### config.mk
export PLATFORM = sky130hd
export DESIGN_NAME = two_tier_timer_table_top
export DESIGN_NICKNAME = d
export VERILOG_FILES = /design/src/ttt_pkg.sv /design/src/ttt_slot_mem.sv /design/src/ttt_slot_unit.sv /design/src/two_tier_timer_table_top.sv
export SDC_FILE = /design/constraint.sdc
export NUM_CORES = 1
export LEC_CHECK = 0
export CAP_MARGIN = 20
export CORE_AREA = 2 2 244 246
export CTS_BUF_LIST = sky130_fd_sc_hd__clkbuf_2 sky130_fd_sc_hd__clkbuf_4 sky130_fd_sc_hd__clkbuf_8
export DETAILED_ROUTE_END_ITERATION = 10
export DIE_AREA = 0 0 246 248
export DONT_BUFFER_PORTS = 1
export HOLD_SLACK_MARGIN = 0.08
export PLACE_DENSITY = 0.69
export SLEW_MARGIN = 5
export SYNTH_ARGS = -nofsm -noshare
export SYNTH_HDL_FRONTEND = slang
export SYNTH_SLANG_ARGS = --single-unit
### constraint.sdc
create_clock -name clk -period 9.4 [get_ports clk]
set_clock_uncertainty 0.15 [all_clocks]
set_input_delay 1.88 -clock clk [delete_from_list [all_inputs] [get_ports clk]]
set_output_delay 1.88 -clock clk [all_outputs]
set_load 0.1 [all_outputs]
### src/ttt_pkg.sv
// Shared types, codes and constants for the two-tier timer table.
`timescale 1ns / 1ps

package ttt_pkg;

  localparam int NUM_SLOTS_DEF = 16;
  localparam int SLOT_NUM_W = 4;
  localparam int COUNT_W = 16;
  localparam int PERIOD_W = 8;
  localparam logic [PERIOD_W-1:0] SLOW_PERIOD_RST = 8'd10;
  localparam logic [COUNT_W-1:0] COUNT_MAX = 16'hFFFF;

  typedef enum logic [1:0] {
    OP_REGISTER   = 2'd0,
    OP_UNREGISTER = 2'd1,
    OP_QUICK_TICK = 2'd2,
    OP_SLOW_TICK  = 2'd3
  } op_t;

  typedef enum logic [1:0] {
    ST_IDLE,
    ST_WALK,
    ST_DONE
  } state_t;

  typedef struct packed {
    logic               one_shot;
    logic [COUNT_W-1:0] timeout;
    logic [COUNT_W-1:0] elapsed;
  } entry_t;

  typedef struct packed {
    logic               valid;
    logic               tier;
    logic               expire;
    logic               wr;
    logic [COUNT_W-1:0] elapsed;
  } upd_t;

endpackage

### src/ttt_slot_mem.sv
// Slot entry memory: one write port and one registered read port.
`timescale 1ns / 1ps

module ttt_slot_mem #(
  parameter int NUM_SLOTS = ttt_pkg::NUM_SLOTS_DEF,
  localparam int AW = (NUM_SLOTS > 1) ? $clog2(NUM_SLOTS) : 1
) (
  input  logic            clk,
  input  logic            wr_en,
  input  logic [AW-1:0]   wr_addr,
  input  ttt_pkg::entry_t wr_data,
  input  logic [AW-1:0]   rd_addr,
  output ttt_pkg::entry_t rd_data
);
  import ttt_pkg::*;

  entry_t mem [NUM_SLOTS];
  entry_t rd_data_r;

  always_ff @(posedge clk) begin
    if (wr_en) begin
      mem[wr_addr] <= wr_data;
    end
    rd_data_r <= mem[rd_addr];
  end

  assign rd_data = rd_data_r;

endmodule

### src/ttt_slot_unit.sv
// Shared update unit: advances one slot for a quick or a slow tick.
`timescale 1ns / 1ps

module ttt_slot_unit (
  input  ttt_pkg::entry_t              entry,
  input  logic                         valid_in,
  input  logic                         tier_in,
  input  logic                         quick,
  input  logic [ttt_pkg::PERIOD_W-1:0] slow_period,
  output ttt_pkg::upd_t                upd
);
  import ttt_pkg::*;

  logic [COUNT_W:0]   sum;
  logic [COUNT_W-1:0] sat;
  logic [COUNT_W-1:0] remain;
  logic [COUNT_W-1:0] period_ext;

  assign period_ext = {{(COUNT_W-PERIOD_W){1'b0}}, slow_period};

  always_comb begin
    if (quick) begin
      sum = {1'b0, entry.elapsed} + (COUNT_W+1)'(1);
    end else begin
      sum = {1'b0, entry.elapsed} + {1'b0, period_ext};
    end
    sat = sum[COUNT_W] ? COUNT_MAX : sum[COUNT_W-1:0];
    remain = (entry.timeout > sat) ? (entry.timeout - sat) : '0;

    upd.valid   = valid_in;
    upd.tier    = tier_in;
    upd.expire  = 1'b0;
    upd.wr      = 1'b0;
    upd.elapsed = sat;

    if (quick) begin
      if (valid_in && !tier_in) begin
        upd.wr = 1'b1;
        if (sat >= entry.timeout) begin
          upd.expire = 1'b1;
          if (entry.one_shot) begin
            upd.valid = 1'b0;
            upd.wr    = 1'b0;
          end else begin
            upd.elapsed = '0;
            upd.tier    = entry.timeout > period_ext;
          end
        end
      end
    end else begin
      if (valid_in && tier_in) begin
        upd.wr = 1'b1;
        if (remain <= period_ext) begin
          upd.tier = 1'b0;
        end
      end
    end
  end

endmodule

### src/two_tier_timer_table_top.sv
// Top level of the two-tier timer table: sequencer, slot flags and result stage.
`timescale 1ns / 1ps

// Usage. A command beat is taken at a rising edge with start high and busy
// low. Register and unregister take effect as the beat is taken and give no
// result. A quick or slow tick walks the slots in ascending order, one slot
// per cycle through the shared update unit, so busy stays high through the
// walk and its closing state once the tick is taken. Each slot that expires
// on a quick tick gives one result beat: out_valid is high for one cycle
// with out_expired_slot, and out_last marks the final expiry of that tick.
// The final beat appears in the cycle in which busy falls, possibly while a
// new command is being taken. A tick with no expiry gives no beat. The
// receiver cannot stall: every beat is taken as it stands. The slow period
// is written over the cfg channel, which is ready only while the block is
// idle. Reset frees every slot, puts all slots in the quick tier and loads
// a slow period of ten; entry memory needs no clearing.
module two_tier_timer_table_top #(
  parameter int NUM_SLOTS = ttt_pkg::NUM_SLOTS_DEF
) (
  input  logic                           clk,
  input  logic                           rst_n,
  input  logic                           start,
  output logic                           busy,
  input  logic [1:0]                     in_operation,
  input  logic [ttt_pkg::SLOT_NUM_W-1:0] in_slot,
  input  logic [ttt_pkg::COUNT_W-1:0]    in_timeout,
  input  logic                           in_one_shot,
  output logic                           out_valid,
  output logic [ttt_pkg::SLOT_NUM_W-1:0] out_expired_slot,
  output logic                           out_last,
  input  logic                           cfg_valid,
  output logic                           cfg_ready,
  input  logic [ttt_pkg::PERIOD_W-1:0]   cfg_slow_period
);
  import ttt_pkg::*;

  localparam int AW = (NUM_SLOTS > 1) ? $clog2(NUM_SLOTS) : 1;
  localparam logic [AW-1:0] LAST_IDX = AW'(NUM_SLOTS - 1);

  state_t              state_r, state_nxt;
  logic [AW-1:0]       idx_r, idx_nxt;
  logic                quick_r, quick_nxt;
  logic                pend_vld_r, pend_vld_nxt;
  logic [SLOT_NUM_W-1:0] pend_slot_r, pend_slot_nxt;
  logic                out_valid_r, out_valid_nxt;
  logic [SLOT_NUM_W-1:0] out_slot_r, out_slot_nxt;
  logic                out_last_r, out_last_nxt;
  logic [NUM_SLOTS-1:0] valid_r, valid_nxt;
  logic [NUM_SLOTS-1:0] tier_r, tier_nxt;
  logic [PERIOD_W-1:0] period_r, period_nxt;

  logic     accept;
  logic     walking;
  logic     finishing;
  op_t      op;
  logic     in_range;
  logic [AW-1:0] in_addr;
  logic     mem_wr_en;
  logic [AW-1:0] mem_wr_addr;
  entry_t   mem_wr_data;
  logic [AW-1:0] mem_rd_addr;
  entry_t   mem_rd_data;
  upd_t     upd;

  assign op       = op_t'(in_operation);
  assign in_range = {3'b000, in_slot} < 7'(NUM_SLOTS);
  assign in_addr  = AW'(in_slot);

  ttt_slot_mem #(
    .NUM_SLOTS (NUM_SLOTS)
  ) u_mem (
    .clk     (clk),
    .wr_en   (mem_wr_en),
    .wr_addr (mem_wr_addr),
    .wr_data (mem_wr_data),
    .rd_addr (mem_rd_addr),
    .rd_data (mem_rd_data)
  );

  ttt_slot_unit u_unit (
    .entry       (mem_rd_data),
    .valid_in    (valid_r[idx_r]),
    .tier_in     (tier_r[idx_r]),
    .quick       (quick_r),
    .slow_period (period_r),
    .upd         (upd)
  );

  always_comb begin
    state_nxt = state_r;
    case (state_r)
      ST_IDLE: begin
        if (start && (op == OP_QUICK_TICK || op == OP_SLOW_TICK)) begin
          state_nxt = ST_WALK;
        end
      end
      ST_WALK: begin
        if (idx_r == LAST_IDX) begin
          state_nxt = ST_DONE;
        end
      end
      ST_DONE: state_nxt = ST_IDLE;
      default: state_nxt = ST_IDLE;
    endcase
  end

  always_comb begin
    busy      = 1'b1;
    cfg_ready = 1'b0;
    walking   = 1'b0;
    finishing = 1'b0;
    case (state_r)
      ST_IDLE: begin
        busy      = 1'b0;
        cfg_ready = 1'b1;
      end
      ST_WALK: walking   = 1'b1;
      ST_DONE: finishing = 1'b1;
      default: busy      = 1'b1;
    endcase
  end

  assign accept = start && !busy;

  always_comb begin
    idx_nxt       = idx_r;
    quick_nxt     = quick_r;
    pend_vld_nxt  = pend_vld_r;
    pend_slot_nxt = pend_slot_r;
    out_valid_nxt = 1'b0;
    out_slot_nxt  = out_slot_r;
    out_last_nxt  = 1'b0;
    valid_nxt     = valid_r;
    tier_nxt      = tier_r;
    period_nxt    = period_r;
    mem_wr_en     = 1'b0;
    mem_wr_addr   = idx_r;
    mem_wr_data   = '{one_shot: mem_rd_data.one_shot,
                      timeout:  mem_rd_data.timeout,
                      elapsed:  upd.elapsed};
    mem_rd_addr   = '0;

    if (cfg_valid && cfg_ready) begin
      period_nxt = cfg_slow_period;
    end

    if (accept) begin
      idx_nxt   = '0;
      quick_nxt = (op == OP_QUICK_TICK);
      case (op)
        OP_REGISTER: begin
          if (in_range) begin
            mem_wr_en          = 1'b1;
            mem_wr_addr        = in_addr;
            mem_wr_data        = '{one_shot: in_one_shot, timeout: in_timeout,
                                   elapsed: '0};
            valid_nxt[in_addr] = 1'b1;
            tier_nxt[in_addr]  = in_timeout > {{(COUNT_W-PERIOD_W){1'b0}}, period_r};
          end
        end
        OP_UNREGISTER: begin
          if (in_range) begin
            valid_nxt[in_addr] = 1'b0;
          end
        end
        default: ;
      endcase
    end

    if (walking) begin
      mem_rd_addr     = (idx_r == LAST_IDX) ? '0 : idx_r + AW'(1);
      idx_nxt         = (idx_r == LAST_IDX) ? idx_r : idx_r + AW'(1);
      mem_wr_en       = upd.wr;
      valid_nxt[idx_r] = upd.valid;
      tier_nxt[idx_r]  = upd.tier;
      if (upd.expire) begin
        if (pend_vld_r) begin
          out_valid_nxt = 1'b1;
          out_slot_nxt  = pend_slot_r;
        end
        pend_vld_nxt  = 1'b1;
        pend_slot_nxt = SLOT_NUM_W'(idx_r);
      end
    end

    if (finishing && pend_vld_r) begin
      out_valid_nxt = 1'b1;
      out_slot_nxt  = pend_slot_r;
      out_last_nxt  = 1'b1;
      pend_vld_nxt  = 1'b0;
    end
  end

  always_ff @(posedge clk) begin
    if (!rst_n) begin
      state_r     <= ST_IDLE;
      pend_vld_r  <= 1'b0;
      out_valid_r <= 1'b0;
      out_last_r  <= 1'b0;
      valid_r     <= '0;
      tier_r      <= '0;
      period_r    <= SLOW_PERIOD_RST;
      quick_r     <= 1'b0;
    end else begin
      state_r     <= state_nxt;
      pend_vld_r  <= pend_vld_nxt;
      out_valid_r <= out_valid_nxt;
      out_last_r  <= out_last_nxt;
      valid_r     <= valid_nxt;
      tier_r      <= tier_nxt;
      period_r    <= period_nxt;
      quick_r     <= quick_nxt;
    end
    idx_r       <= idx_nxt;
    pend_slot_r <= pend_slot_nxt;
    out_slot_r  <= out_slot_nxt;
  end

  assign out_valid        = out_valid_r;
  assign out_expired_slot = out_slot_r;
  assign out_last         = out_last_r;

  a_result_from_walk: assert property (@(posedge clk) disable iff (!rst_n)
    out_valid_r |-> $past(state_r) == ST_WALK || $past(state_r) == ST_DONE)
    else $error("result beat outside a slot walk");

  a_result_on_quick: assert property (@(posedge clk) disable iff (!rst_n)
    out_valid_r |-> quick_r)
    else $error("result beat during a slow tick");

  a_done_to_idle: assert property (@(posedge clk) disable iff (!rst_n)
    state_r == ST_DONE |=> state_r == ST_IDLE)
    else $error("walk did not finish after its closing cycle");

  a_no_pending_idle: assert property (@(posedge clk) disable iff (!rst_n)
    state_r == ST_IDLE |-> !pend_vld_r)
    else $error("expiry left pending while idle");

  a_last_ends_tick: assert property (@(posedge clk) disable iff (!rst_n)
    out_valid_r && out_last_r |=> !out_valid_r)
    else $error("result beat after the final expiry");

endmodule

==> results_dict.tcl <==
set metrics [dict create \
    status "finished clean" \
    antenna_found_initial 1 \
    preCtsSetupSlack_ns 1.572 \
    die_y_um 248 \
    netlist_instances 2090 \
    io_buffer_count 0 \
    m1WireLength_um 28900 \
    synth_top_cells_by_count "edfxtp_1 (540), nand2_1 (376), nor2_1 (143)" \
    core_sq_um 58460 \
    timing.hold.ws_ns 0.2620 \
    syn_area_sq_um 26060 \
    p_leak_nw 9.738 \
    cts_tree "built" \
    max_cap_viol_count 0 \
    drt_iter0_drc 1874 \
    path_clk_slew_ns 0.07 \
    cp-start-kind "flip-flop" \
    cts_setup_buffers 0 \
    place.gp.congestion 0.9307 \
    worst_slew_pin_slew_ns 1.051 \
    cts_buffers 95 \
    seq_area_frac_synth_pct 68.30 \
    overflow 0 \
    hpwl_um 39680 \
    cpPeakStageDelay_ns 0.80 \
    grt_max_degree 73 \
    slew_violations 0 \
    swShare_pct 27.78 \
    fin_nets 2194 \
    min_period_ns 8.008 \
    async_flop_share_pct 0 \
    internal-power_mw 4.717 \
    initial_core_util_pct 44.57 \
    dr_total_vias 18082 \
    min_to "out_expired_slot[1]" \
    worst_slack_ns 1.392 \
    boundaryPins 43 \
    area_growth_pct 11.28 \
    synth_nets 2179 \
    fmax_ghz 0.1249 \
    wl_met2_um 33910 \
    worstPathRequired_ns 9.83 \
    p_switching_mw 1.815 \
    cts_resized 0 \
    finalSetupViolCount 0 \
    r2r_end "tier_r[5]" \
    dr.pass1.iters 6 \
    slew_headroom_pct 29.69 \
    die_w_um 246 \
    rsz0062_at_grt "false" \
    seq_power_share_pct 49.4 \
    synth_edf_count 540 \
    hp-start "pend_slot_r[1]" \
    ir_drop_v 0.0001157 \
    h-tree-depth 3 \
    totalWireLength_um 70550 \
    top_layer_used "met4" \
    hold_viol_final 0 \
    fin_setup_tns_ns 0 \
    hold_path_class "reg -> reg" \
    final_layout_size_suffix_gt1_share_pct 11.39 \
    worstPathArrival_ns 8.44 \
    powerDensity_nw_per_um2 225.3 \
    rows 89 \
    cp_slowest_cell "or4_1" \
    wl_met3_um 6166 \
    yosys.area.top_type "edfxtp_1" \
    synth_ff_type "edfxtp_1" \
    endpoint_kind "flip-flop" \
    synth-seq-cells 619 \
    rrSetupSlack_ns 1.39 \
    comb_power_share_pct 16.1 \
    dieArea_sq_um 61010 \
    cts_sinks 619 \
    timing.rr.start "quick_r" \
    crit_type "reg -> reg" \
    cts_root_buffer "clkbuf_8" \
    ant_nets 0 \
    syn_area_per_cell_sq_um 12.47 \
    whs_path_depth 0 \
    ys_warn_count 0 \
    wl_per_cell_um 23.83 \
    clock_latency_ns 0.70 \
    yosysMostFrequentCell "edfxtp_1" \
    ys_types 59 \
    grt_pass1_vias 17547 \
    clockBufferDepth 3 \
    vias_per_cell 6.109 \
    synth_area_leaders "edfxtp_1 (62%), dfxtp_1 (6.1%), nand2_1 (5.4%), a311oi_1 (3.4%), o22ai_1 (3.2%)" \
    grtUsageTotal_pct 22.97 \
    cts_hold_buffers 0 \
    clkPwrFrac_pct 34.5 \
    grt_pass1_wl_um 106000 \
    period_share_pct 85.19 \
    ff2ff_path_depth 27 \
    yosysTopAreaCellShare_pct 62.23 \
    drc 0 \
    crit_fanout 16 \
]
-- area by class of cell --
| cell class | count | area [sq um] |
|---|---|---|
| Timing Repair Buffer | 46 | 345.3 |
| Fill cell | 4972 | 29460 |
| Clock inverter | 38 | 239.0 |
| Multi-Input combinational cell | 1316 | 7850 |
| Clock buffer | 140 | 1695 |
| Tap cell | 773 | 967.2 |
| Inverter | 27 | 101.3 |
| Antenna cell | 1 | 2.502 |
| Sequential cell | 619 | 17800 |
-- logic make-up (layout without fill, tap and decap cells) --
logic type / count (synthesis) / count (layout) / share of synthesized area (%)
AND/OR/NAND/NOR: 696 / 696 / 11.46
flip-flops: 619 / 619 / 68.30
AO/OA/AOI/OAI: 531 / 531 / 13.67
buffers and inverters: 155 / 251 / 2.247
adder cells (fa/ha/maj): 54 / 54 / 2.650
XOR/XNOR: 22 / 22 / 0.7394
multiplexers: 13 / 13 / 0.9363
other: 0 / 1 / 0
-- sequential cells by signal, indices dropped and copies added, names as in the netlist, 2 cells and up --
register and flops:
idx_r 4, out_expired_slot 4, pend_slot_r 4, period_r 8
state_r 2, tier_r 16, u_mem.mem 528, u_mem.rd_data 33
valid_r 16
-- cell usage in the layout, fill, tap and decap left out, types with 6 or more instances in the layout --
| master | netlist | final |
|---|---|---|
| edfxtp_1 | 540 | 540 |
| nand2_1 | 376 | 373 |
| o22ai_1 | 133 | 133 |
| nor2_1 | 143 | 124 |
| a21oi_1 | 115 | 115 |
| clkbuf_8 | 0 | 103 |
| a311oi_1 | 100 | 100 |
| dfxtp_1 | 79 | 79 |
| nor3_1 | 78 | 78 |
| ha_1 | 52 | 52 |
| buf_4 | 0 | 46 |
| a31oi_1 | 40 | 40 |
| clkbuf_4 | 0 | 37 |
| o21ai_0 | 31 | 31 |
| inv_1 | 26 | 26 |
| clkinv_1 | 1 | 24 |
| nor3b_1 | 17 | 17 |
| o31ai_1 | 18 | 17 |
| o21a_1 | 16 | 16 |
| nor2_4 | 0 | 16 |
| nand2b_1 | 15 | 15 |
| nand3_1 | 12 | 12 |
| xor2_1 | 12 | 12 |
| a21o_1 | 11 | 11 |
| nor2b_1 | 11 | 11 |
| xnor2_1 | 10 | 10 |
| mux4_2 | 9 | 9 |
| o21ai_1 | 10 | 9 |
| o311ai_1 | 9 | 9 |
| and3_1 | 10 | 8 |
| clkinv_2 | 0 | 8 |
| a21boi_0 | 7 | 7 |
| or2_2 | 7 | 6 |
| and2_1 | 6 | 6 |
| o31a_1 | 6 | 6 |
| o311ai_0 | 6 | 6 |
-- power groups by stage --
stage / registers, mW / logic, mW / clock network (mW)
3_5_place_dp: 3.29 / 1.02 / 0
5_1_grt: 3.23 / 1.15 / 2.41
3_3_place_gp: 3.28 / 1.00 / 0
2_1_floorplan: 3.26 / 0.712 / 0
6_report: 3.23 / 1.05 / 2.25
4_1_cts: 3.23 / 1.02 / 2.28
-- through the flow --
stage	total power, mW	area, sq um	std cells	util [%]
floorplan	3.967	26060	2090	-
global placement	4.285	27020	2776	46.22
detailed placement	4.304	27030	2777	46.24
CTS	6.536	28970	2955	49.55
global route	6.786	29000	2960	49.60
finish	6.532	29000	2960	49.60
-- worst max-delay path: cells and delay by family (launching register included) --
family | cells | cell delay, ns
compound gates | 10 | 2.42
simple gates | 11 | 3.05
flops | 1 | 0.46
fa+ha+maj | 5 | 1.61
buf+inv | 1 | 0.19
-- routing by layer --
metal / vias up / track usage (%)
li1: 8058 / -
met4: 0 / 8.146
met2: 913 / 37.45
met1: 8996 / 31.11
met3: 115 / 3.904
met5: - / 0
-- worst max-delay path by stage --
stage          cells past startpoint         end  slack [ns]     from
5_1_grt                           27  tier_r[15]        0.93  quick_r
2_1_floorplan                     31  tier_r[10]        2.33  quick_r
3_3_place_gp                      27  tier_r[11]        1.74  quick_r
3_5_place_dp                      27  tier_r[13]        1.57  quick_r
4_1_cts                           27  tier_r[13]        1.52  quick_r
6_report                          27   tier_r[5]        1.39  quick_r
Note: power is estimated with default switching activity, not from simulation.
